--- src/brp_ram.sv ---
// Generic single-write, single-read synchronous RAM with registered read data.
module brp_ram #(
	parameter int WIDTH = 8,
	parameter int DEPTH = 256,
	localparam int AW = $clog2(DEPTH)
) (
	input  logic             clk,
	input  logic             we,
	input  logic [AW-1:0]    waddr,
	input  logic [WIDTH-1:0] wdata,
	input  logic             re,
	input  logic [AW-1:0]    raddr,
	output logic [WIDTH-1:0] rdata
);

	logic [WIDTH-1:0] mem [DEPTH];

	always_ff @(posedge clk) begin
		if (we) begin
			mem[waddr] <= wdata;
		end
		if (re) begin
			rdata <= mem[raddr];
		end
	end

endmodule

--- config.mk ---
export PLATFORM = sky130hd
export DESIGN_NAME = brp_ram
export DESIGN_NICKNAME = d
export VERILOG_FILES = /design/src/brp_ram.sv
export SDC_FILE = /design/constraint.sdc
export NUM_CORES = 2
export LEC_CHECK = 0
export BUFFER_PORTS_ARGS = -buffer_cell sky130_fd_sc_hd__buf_2
export CORE_AREA = 2 2 359 361
export DETAILED_ROUTE_END_ITERATION = 16
export DIE_AREA = 0 0 361 363
export GPL_TIMING_DRIVEN = 1
export PLACE_DENSITY = 0.79
export SLEW_MARGIN = 20
export SYNTH_ARGS = -nofsm -noshare
export SYNTH_HDL_FRONTEND = slang
export SYNTH_SLANG_ARGS = --single-unit
--- constraint.sdc ---
create_clock -name clk -period 3 [get_ports clk]
set_clock_uncertainty 0.2 [all_clocks]
set_input_delay 0.3 -clock clk [delete_from_list [all_inputs] [get_ports clk]]
set_output_delay 0.3 -clock clk [all_outputs]
set_load 0.02 [all_outputs]
Yosys cells after proc, flatten, opt, wreduce, memory -nomap -nowiden --
Memories as Yosys holds them, arrays and structs flattened. A register that Yosys moved wholly into a read port is not among the register bits. Cells that the tools add are included.
Operators by class: mux-type cells 2
Operator list (number):
- two-way mux 1 bit | 2
Storage, ports and cells: register bits 0, RAM bits 2048, input bits 27, output and inout bits 8, logic and storage cells 3, memories kept 1
Memory list:
- mem | words 256, width 8, read ports 1, clocked after memory_dff 1, wr ports 1, line 16 | logic [WIDTH-1:0] mem [DEPTH];

Logic depth before layout (Yosys ltp) --
depth after elaboration 2, depth in mapped cells 11, gate-level depth less buffers 6

Worst setup path after synthesis --
OpenSTA, ideal clock, no wires.
path kind input port to flip-flop, from input raddr[0], to register rdata[2] (read register of mem), data pin, setup time 269 ps, arrival time 2107 ps, data required time 2531 ps, setup slack 424 ps, cell stages on the path 9, buffers on the path 4, cell sequence buf_6 > buf_12 > buf_8 > buf_2 > mux4_2 > a22oi_1 > a21oi_1 > nor4_1 > nor4_2
RTL lines:
- from (decl) | line 12 | input logic [AW-1:0] raddr,
- to (decl) | line 13 | output logic [WIDTH-1:0] rdata

==> metrics.txt <==
status=finished with violations; failing checks=negative setup slack; vias in the first global route=around 43,000; Die W=between 300 and 400 µm; Worst path slowest cell=nor4_1; worst endpoint data arrival time=between 3000 and 4000 ps; Sw Ratio=about 22%; DR vias=42,500; GRT Util Overall=between 30% and 40%; Worst Setup End Kind=register; fillers=6,729; Max clock buf depth=3; core outline area=around 130,000 µm²; nets@finish=approximately 4,300; fin crit share=101%; max_slew headroom=27.9%; Yosys reg bits=2,056; Final ANT Viol Nets=0; largest net degree at the start of global routing=roughly 120; Setup crit start kind=register; Fin. Hold Viols=0; WL/cell=approximately 34 µm; synth warn=0; Req. time, crit path=between 3000 and 4000 ps; Root Driver=clkbuf_16; Sink Count=roughly 2,100; crit-path max cell delay=approximately 830 ps; Cell Chain, Critical Path=mux4_2 > a22oi_1 > buf_4 > a21oi_1 > nor4_1 > buf_4 > nor4_1; Die Area=between 100,000 and 150,000 µm²; area growth from synthesis to layout=15.2%; initial drt markers=7,122; DR DRC count=0; initial antenna violation count=10; CTS tree=done; Leakage=29.6 nW; Port Buffer Count=34; # H-tree levels=4; Clock Power Share=roughly two fifths; Power Density=approximately 630 nW/µm²; Via density=6.95; asr flop ratio synth=0%; commonest register cell after synthesis=edfxtp_1; Setup TNS=-37.0 ps; Detailed Route WL=approximately 200 mm; Post-synth EDFFs=slightly above 2,000; # rows=~130; worst reg-to-reg path cell count=7; syn avg cell area=around 21 µm²; Peak VDD IR=0.644 mV; Clk Latency, worst-skew pair=between 800 and 900 ps; clock slew at reported path FFs=60 ps; fraction of layout cells with a size suffix above 1=29.6%; crit path time final=slightly above 3000 ps; Sw Pwr=roughly 0.013 W; hpwl dp=between 100 and 150 mm; setup ws final=-37.0 ps; max cap viols=0; fin. max-slew vios=0; Mapped Nets=roughly 3,800; Sequential Power Share=54.5%; Pint=0.0457 W; Setup CP Type=reg -> reg; Worst Hold Class=in -> reg; Detailed Routing Iterations Pass 1=6; Yosys cell types=between 50 and 60; final setup vio count=1; number of buffers created by CTS=192; Final Core Density=72.2%; fmax=approximately 330 MHz; Comb pwr share=approximately 5.5%; Crit Path Max Fanout=1; global placer's final weighted congestion=around 0.9; IO Count=35; RSZ-0062 raised after global routing=false; Initial Util=62.7%; Tightest Pin Transition=approximately 1100 ps; first-pass GRT wire length=roughly 300 mm; Hold Path Depth=4; post-synthesis instance area=between 70,000 and 80,000 µm²; register area share after synthesis=between 70 and 80%; synthesized instance count=3,733; die height=between 300 and 400 µm; Overflow after GRT=0
## through the flow
step	std cells	hold WS (ps)	instance area, µm²	total power [W]	worst slack (ps)
6_report	6123	77.4	91700	0.0582	-37.0
3_3_place_gp	5756	518	85600	0.0353	-609
2_1_floorplan	3733	199	79600	0.0339	424
3_5_place_dp	5756	510	85600	0.0354	-647
4_1_cts	6116	6.49	91700	0.0583	15.5
5_1_grt	6116	75.5	91700	0.0595	14.1
## worst paths after layout
kind	from	endpoint	slack, ps
hold reg to reg	mem[32][5]	rdata[5]	960
setup reg to reg	mem[211][7]	rdata[7]	-40
setup / recovery	mem[211][7]	rdata[7]	-40
hold / removal	waddr[4]	mem[252][7]	80
## routing by layer
layer / part of all wire (%) / global-route usage [%]
met2: 48 / 50.1
met4: 4.6 / 14.0
met3: 13 / 7.27
met1: 34 / 43.2
met5: 0.040 / 0
## flip-flops by register name, indices dropped and copies added (netlist names)
register,cells
mem,2048
rdata,8
## timing repair
item                                   CTS  global route
hold buffers                            14             0
resized for setup                        0             0
buffers inserted                         0             0
endpoints found under the hold margin  567             0
## cell usage after synthesis (13+ instances only)
| cell type | number | area [µm²] |
|---|---|---|
| edfxtp_1 | 2056 | 61700 |
| mux4_2 | 454 | 10200 |
| nor2_1 | 282 | 1060 |
| mux2i_1 | 134 | 1340 |
| a22oi_1 | 133 | 998 |
| clkbuf_1 | 111 | 417 |
| a21oi_1 | 96 | 480 |
| o221ai_1 | 46 | 403 |
| nand3_1 | 34 | 170 |
| nand2_1 | 33 | 124 |
| buf_2 | 31 | 155 |
| nor2b_1 | 31 | 194 |
| o22ai_1 | 28 | 175 |
| buf_4 | 27 | 203 |
| nor4_1 | 24 | 150 |
| buf_1 | 22 | 82.6 |
| nor3_1 | 22 | 110 |
| buf_6 | 21 | 236 |
| a211oi_1 | 16 | 120 |
| a221oi_1 | 13 | 114 |
| buf_8 | 13 | 195 |
## worst max-delay path: cells and delay by family, from the launching register on
family          cells  cell delay [ps]
buf+inv             2              440
compound gates      2              320
flops               1              450
simple gates        2              880
mux                 1              500
## cell type report
type                            instances  area (µm²)  area share (%)
Clock inverter                        101         913           0.996
Clock buffer                          245        5020            5.48
Sequential cell                      2056       61700            67.3
Antenna cell                            7        17.5          0.0191
Inverter                                2        7.51         0.00818
Tap cell                             1662        2080            2.27
Multi-Input combinational cell       1442       16500            18.0
Timing Repair Buffer                  608        5470            5.96
## kinds of logic after synthesis
group,Yosys count,share of synthesized area (%)
buf+inv,235,1.83
mux,591,14.6
compound gates,385,3.42
simple gates,466,2.63
flops,2056,77.5
## placed cells by master (no fill, tap or decap), types with 10 or more instances in the layout
master / synthesis / routed
buf_12: 8 / 69
o22ai_1: 28 / 28
dlygate4sd3_1: 0 / 14
edfxtp_1: 2056 / 2056
clkbuf_16: 0 / 193
o21ai_0: 10 / 10
clkinv_1: 1 / 42
buf_4: 27 / 492
nand3_1: 34 / 34
nand4_1: 10 / 10
bufinv_16: 0 / 10
clkinv_2: 0 / 29
a211oi_1: 16 / 16
nor4_1: 24 / 24
a221oi_1: 13 / 13
nor2_1: 282 / 279
nand2_1: 33 / 33
a22oi_1: 133 / 133
mux2i_1: 134 / 134
buf_2: 31 / 23
clkbuf_1: 111 / 52
nor3_1: 22 / 22
mux4_2: 454 / 454
nor2b_1: 31 / 28
o211ai_1: 10 / 10
a21oi_1: 96 / 96
o221ai_1: 46 / 46
## power by group through the flow
| stage | Combinational (W) | Sequential (W) | Clock, W |
|---|---|---|---|
| floorplan | 0.00154 | 0.0323 | 0 |
| global placement | 0.00301 | 0.0323 | 0 |
| detailed placement | 0.00308 | 0.0323 | 0 |
| CTS | 0.00316 | 0.0317 | 0.0234 |
| global route | 0.00332 | 0.0317 | 0.0244 |
| finish | 0.00320 | 0.0317 | 0.0233 |
Note: power is estimated with default switching activity, not from simulation.
