<file path="src/brp_pkg.sv">
// Shared constants, types and helpers of the bilinear rescaler.
package brp_pkg;

	localparam int SRC_DEPTH  = 1048576;
	localparam int SRC_AW     = 20;
	localparam int BASE_DEPTH = 65536;
	localparam int BASE_AW    = 16;
	localparam int PAL_SIZE   = 256;
	localparam int PAL_AW     = 8;

	localparam int PIX_W      = 32;
	localparam int COL_W      = 24;
	localparam int IDX_W      = 8;
	localparam int ADDR_W     = 20;
	localparam int COORD_W    = 12;
	localparam int FUNC_W     = 3;
	localparam int CFG_IDX_W  = 3;
	localparam int CFG_DATA_W = 10;
	localparam int DIM_W      = 10;
	localparam int SCALE_W    = 4;

	localparam int STEP_W     = 5;   // 2k, up to 30
	localparam int WGT_W      = 10;  // product of two axis weights, up to 900
	localparam int SPAN_W     = 14;  // source frame extent, up to 1023*15
	localparam int NX_W       = 18;  // signed doubled centre coordinate
	localparam int ACC_W      = 18;  // weighted channel sum
	localparam int LANES      = 4;
	localparam int NUM_W      = 19;
	localparam int DEN_W      = 11;
	localparam int DIV_CNT_W  = 5;

	typedef enum logic [FUNC_W-1:0] {
		FUNC_SRC    = 3'd0,
		FUNC_BASE   = 3'd1,
		FUNC_REF    = 3'd2,
		FUNC_CUR    = 3'd3,
		FUNC_RENDER = 3'd4
	} func_t;

	localparam logic [CFG_IDX_W-1:0] REG_BASE_WIDTH  = 3'd0;
	localparam logic [CFG_IDX_W-1:0] REG_BASE_HEIGHT = 3'd1;
	localparam logic [CFG_IDX_W-1:0] REG_SRC_SCALE   = 3'd2;
	localparam logic [CFG_IDX_W-1:0] REG_OUT_SCALE   = 3'd3;
	localparam logic [CFG_IDX_W-1:0] REG_TINT_ENABLE = 3'd4;

	typedef struct packed {
		logic [NUM_W-1:0] num;
		logic [DEN_W-1:0] den;
	} div_op_t;

	typedef struct packed {
		logic [NUM_W-1:0] quo;
		logic [DEN_W-1:0] rem;
	} div_res_t;

	function automatic logic [7:0] sat8(input logic [NUM_W-1:0] v);
		sat8 = (v > NUM_W'(255)) ? 8'hFF : v[7:0];
	endfunction

endpackage

</file>
<file path="src/brp_div.sv">
// Four-lane restoring divider, one quotient bit per lane per cycle.
module brp_div (
	input  logic              clk,
	input  logic              arst_n,
	input  logic              start,
	input  brp_pkg::div_op_t  op  [brp_pkg::LANES],
	output logic              done,
	output brp_pkg::div_res_t res [brp_pkg::LANES]
);

	logic                          busy_q;
	logic                          done_q;
	logic [brp_pkg::DIV_CNT_W-1:0] cnt_q;
	logic [brp_pkg::NUM_W-1:0]     num_q [brp_pkg::LANES];
	logic [brp_pkg::DEN_W-1:0]     den_q [brp_pkg::LANES];
	logic [brp_pkg::DEN_W-1:0]     rem_q [brp_pkg::LANES];
	logic [brp_pkg::NUM_W-1:0]     num_nx [brp_pkg::LANES];
	logic [brp_pkg::DEN_W-1:0]     rem_nx [brp_pkg::LANES];

	always_comb begin
		for (int l = 0; l < brp_pkg::LANES; l++) begin
			logic [brp_pkg::DEN_W:0] trial;
			logic                    ge;
			trial     = {rem_q[l], num_q[l][brp_pkg::NUM_W-1]};
			ge        = trial >= {1'b0, den_q[l]};
			rem_nx[l] = ge ? brp_pkg::DEN_W'(trial - {1'b0, den_q[l]})
				: trial[brp_pkg::DEN_W-1:0];
			num_nx[l] = {num_q[l][brp_pkg::NUM_W-2:0], ge};
		end
	end

	always_ff @(posedge clk or negedge arst_n) begin
		if (!arst_n) begin
			busy_q <= 1'b0;
			done_q <= 1'b0;
			cnt_q  <= '0;
		end else begin
			done_q <= busy_q && !start
				&& (cnt_q == brp_pkg::DIV_CNT_W'(brp_pkg::NUM_W - 1));
			if (start) begin
				busy_q <= 1'b1;
				cnt_q  <= '0;
			end else if (busy_q) begin
				cnt_q <= cnt_q + 1'b1;
				if (cnt_q == brp_pkg::DIV_CNT_W'(brp_pkg::NUM_W - 1)) begin
					busy_q <= 1'b0;
				end
			end
		end
	end

	always_ff @(posedge clk) begin
		for (int l = 0; l < brp_pkg::LANES; l++) begin
			if (start) begin
				num_q[l] <= op[l].num;
				den_q[l] <= op[l].den;
				rem_q[l] <= '0;
			end else if (busy_q) begin
				num_q[l] <= num_nx[l];
				rem_q[l] <= rem_nx[l];
			end
		end
	end

	always_comb begin
		for (int l = 0; l < brp_pkg::LANES; l++) begin
			res[l].quo = num_q[l];
			res[l].rem = rem_q[l];
		end
	end

	assign done = done_q;

endmodule

</file>
<file path="config.mk">
export PLATFORM = sky130hd
export DESIGN_NAME = brp_div
export DESIGN_NICKNAME = d
export VERILOG_FILES = /design/src/brp_pkg.sv /design/src/brp_div.sv
export SDC_FILE = /design/constraint.sdc
export NUM_CORES = 1
export LEC_CHECK = 0
export ABC_AREA = 1
export BUFFER_PORTS_ARGS = -buffer_cell sky130_fd_sc_hd__buf_2
export CAP_MARGIN = 20
export CORE_AREA = 2 2 174 176
export CTS_CLUSTER_DIAMETER = 200
export DETAILED_ROUTE_END_ITERATION = 7
export DIE_AREA = 0 0 176 178
export PLACE_DENSITY_LB_ADDON = 0.12
export SLEW_MARGIN = 20
export SYNTH_ARGS = -nofsm -noshare
export SYNTH_HDL_FRONTEND = slang
export SYNTH_SLANG_ARGS = --single-unit
</file>
<file path="constraint.sdc">
create_clock -name clk -period 6.35 [get_ports clk]
set_clock_uncertainty 0.05 [all_clocks]
set_input_delay 0.635 -clock clk [delete_from_list [all_inputs] [get_ports clk]]
set_output_delay 0.635 -clock clk [all_outputs]
set_load 0.005 [all_outputs]
</file>
After elaboration in Yosys (flattened, before gate mapping)
Memories as Yosys holds them, arrays and structs flattened. Cells that the tools add are included.

Equality and inequality tests: 1. Shift-type cells: 0. Multiply operators: 0. Bitwise operators: 8. Order comparisons: 4. Add/subtract/negate cells: 5. Divide/modulo/power cells: 0. Mux-type cells: 22. Reduce and logical (&&, ||, !) cells: 4.

Operators by type and width (count): 11-bit two-way mux (8); 19-bit two-way mux (4); 12-bit by 11-bit greater-or-equal comparator with 1-bit output (4); 11-bit subtractor (4); 5-bit two-way mux (2); 1-bit two-way mux (8); 1-bit bitwise OR (8); 5-bit by 1-bit adder with 5-bit output, second input constant (1); 5-bit equality test, second input constant (1); 1-bit logical AND (2); 2-bit nonzero test (1); 1-bit logical NOT (1).

Bits in writable memories: 164. Logic and storage cells: 50. Register bits after elaboration: 7. Input port bits: 123. Output and inout bits: 121. Memories: 3. Memory bits (read-only): 0. Latch bits: 0.

Memories: num_q (depth 4, bits a word 19, read ports 4, clocked after Yosys merged registers in 0, write ports 4, RTL line brp_div.sv:14) `logic [brp_pkg::NUM_W-1:0] num_q [brp_pkg::LANES];`; den_q (depth 4, bits a word 11, read ports 4, clocked after Yosys merged registers in 0, write ports 4, RTL line brp_div.sv:15) `logic [brp_pkg::DEN_W-1:0] den_q [brp_pkg::LANES];`; rem_q (depth 4, bits a word 11, read ports 4, clocked after Yosys merged registers in 0, write ports 4, RTL line brp_div.sv:16) `logic [brp_pkg::DEN_W-1:0] rem_q [brp_pkg::LANES];`.

Logic depth before layout (Yosys ltp)
Word-level depth: 4. Depth in mapped cells: 12.

Worst setup path before layout
OpenSTA, ideal clock, no wires.

Path type: input to register. Start point: input port start. End point: memory num_q[0][0] (netlist name), enable pin. Slack: 2515 ps. Library setup time: 484 ps. Path buffers: 0. Stages on the path: 2. Required time: 5816 ps. Arrival time: 3301 ps. Cell sequence: inv_1 nand2_1.

RTL lines: from (decl) (RTL line brp_div.sv:5) `input logic start,`; to (decl) (RTL line brp_div.sv:14).

==> flow_summary_export.csv <==
group,metric,value,unit
outcome,outcome,"completed",
sta,rsz0062_at_grt,"no",
sta,setup_viol,0,
critical_path,r2r.worst_path.cells,11,
synthesis,synthTopCellsByArea,"edfxtp_1, nand2_1, inv_1",
placement,placed_area,11700,um2
grt,grt_pass1_wl,44.3,mm
final_layout,final_cells,1873,
critical_path,worstPathArrival,2.92,ns
final_layout,syn_to_final_growth,20.3,%
sta,setup_tns,0,ns
synthesis,synth_edf_count,164,
placement,dp_hpwl,21.1,mm
synthesis,ys.warnings.count,0,
synthesis,synth-seq-area-share,49.9,%
synthesis,synthTopCellsByCount,"nand2_1, inv_1, edfxtp_1",
critical_path,cpLargestDelayFamily,"simple AND/OR/NAND/NOR gates",
clock_network,clock_sinks,171,
routing,drc_errors,0,
grt,gr-usage-all-layers,18.3,%
placement,gp_congestion,0.859,
critical_path,endpoint,"rem_q[2][10]",
synthesis,synth_fp_nets,1409,
critical_path,reg2reg_slack,3.69,ns
critical_path,path_max_fanout,12,
grt,grt_max_degree,79,
synthesis,synth.avg_cell_area,8.27,um2
sta,hold_slack,0.308,ns
routing,viasPerCell,4.56,
final_layout,drive_gt1_share,23.1,%
placement,port_buffers,243,
die,io_pins,244,
routing,post_drt_wl_per_cell,15.2,um
final_layout,fin_nets,1641,
clock_network,clock_latency,0.45,ns
synthesis,synth_top_area_share,48.2,%
sta,period_minus_slack,2.66,ns
placement,placedCellCount,1838,
pwr,vdd_drop_max,0.000195,V
die,die-area,31300,um2
synthesis,synthArstFlopShare,4.09,%
synthesis,yosys.cell_count.top_type,"nand2_1",
critical_path,cp_num_buf_inv,2,
routing,wirelength,28.4,mm
die,die_height,178,um
die,die_w,176,um
synthesis,synth_cell_types,27,
synthesis,yosysTopAreaCell,"edfxtp_1",
critical_path,endpoint_kind,"flip-flop",
grt,grt-ovfl-total,0,
die,rows,63,
final_layout,fillers,3063,
synthesis,synth-seq-cells,171,
clock_network,root_buffer,"clkbuf_16",
sta,hold_violations,0,
critical_path,crit_top_cell,"nand3_2",
grt,grt_pass1_vias,8094,
critical_path,critPathMaxStageDelay,0.59,ns
grt,antenna_found_initial,3,
clock_network,clock_path_buffers,2,
final_layout,fin_area,12300,um2
critical_path,critPathKind,"reg -> reg",
critical_path,path_cells,"inv_1, ha_1, fa_1, inv_1, nand3_1, nand3_2, nand3_2, nand3_2, nor2_2, nor2_1, nor2_1",
routing,detail-route-antenna-nets,0,
critical_path,critPathLaunch,"num_q[2][18]",
sta,worstMarginPinSlew,0.947,ns
synthesis,synth_area,10200,um2
clock_network,cts_buffers,17,
critical_path,crit_cells,11,
critical_path,worstPathRequired,6.61,ns
sta,slew_headroom,36.9,%
critical_path,crit_slowest_cell,"nor2_2",
sta,max_freq,376,MHz
run,drv_cap,0,
die,core,29400,um2
routing,vias,8545,
pwr,power_density,388,nW/um2
clock_network,htreeDepth,4,
pwr,leakagePower,0.00657,uW
synthesis,ys.flop_type,"edfxtp_1",
synthesis,syn_inst,1236,
critical_path,reg2reg_to,"rem_q[2][10]",
critical_path,crit_path_start_kind,"flip-flop",
critical_path,r2r_start,"num_q[2][18]",
die,start_util,34.8,%
routing,drt_first_pass_iters,5,
final_layout,post-route-util,41.8,%
sta,fin_crit_sh,41.9,%
sta,slew_violations,0,
clock_network,cts_resized,0,
routing,drt_iter0_drc,475,
clock_network,clkSlewWorstSetupHoldPaths,0.07,ns
clock_network,cts_tree,"built",
hold_path,hold_path_class,"in -> reg",
-- registers in the layout, summed over array words and instances, names as in the netlist --
register  flops
num_q        76
rem_q        44
den_q        44
cnt_q         5
done          1
busy_q        1
-- repair_timing --
action | CTS | global route
hold buffers | 1 | 0
endpoints found under the setup margin | 0 | 0
hold endpoints to repair | 7 | 0
buffers inserted | 0 | 0
-- final cells by class --
class / instances / area (um2) / share of cell area, %
Antenna cell: 2 / 5.00 / 0.0407
Clock buffer: 19 / 433 / 3.52
Clock inverter: 13 / 108 / 0.875
Inverter: 199 / 747 / 6.07
Multi-Input combinational cell: 830 / 4160 / 33.8
Sequential cell: 171 / 5100 / 41.5
Tap cell: 390 / 488 / 3.97
Timing Repair Buffer: 249 / 1260 / 10.3
-- where the power goes --
group | internal, uW | leakage [uW] | switching (uW)
registers | 1500 | 0.00188 | 194
clock network | 509 | 0.000242 | 495
logic | 780 | 0.00446 | 1290
-- metrics by stage --
| step | total power, uW | setup WS, ns |
|---|---|---|
| after floorplan | 3210 | 2.51 |
| after global placement | 3800 | 3.33 |
| after detailed placement | 3820 | 3.31 |
| after CTS | 4850 | 3.67 |
| after global routing | 5190 | 3.45 |
| final | 4780 | 3.69 |
-- worst min path at each step --
stage / end / slack [ns] / from / cells after the start
5_1_grt: den_q[2][8] / 0.28 / op[38] / 1
6_report: den_q[2][8] / 0.31 / op[38] / 1
3_5_place_dp: cnt_q[3] / 0.41 / cnt_q[3] / 1
2_1_floorplan: busy_q / 0.29 / arst_n / 0
3_3_place_gp: cnt_q[3] / 0.40 / cnt_q[3] / 1
4_1_cts: den_q[0][0] / 0.28 / op[90] / 1
-- layer usage --
layer	vias up	wire length [um]	global-route usage, %
met1	3895	13000	24.0
met2	245	13100	29.3
met5	-	18	0
met3	23	2050	5.54
li1	4380	-	-
met4	2	300	5.30
-- layout by cell type (no fill, tap or decap), drive strengths merged, types with 8 or more instances in the layout --
cell type	n
a21oi	20
buf	248
clkbuf	19
edfxtp	164
ha	46
inv	205
nand2	486
nand3	61
nand4	53
nor2	136
xor2	8
-- logic make-up (layout without fill, tap and decap cells) --
group	Yosys count	after routing	share of synthesized area (%)
other	0	2	0
XOR/XNOR	12	12	1.03
AO/OA/AOI/OAI	27	27	1.48
AND/OR/NAND/NOR	741	741	31.7
buffers and inverters	235	480	9.56
adder cells (fa/ha/maj)	50	50	6.41
flip-flops	171	171	49.9
No activity file was read; power rests on OpenSTA's default activity.
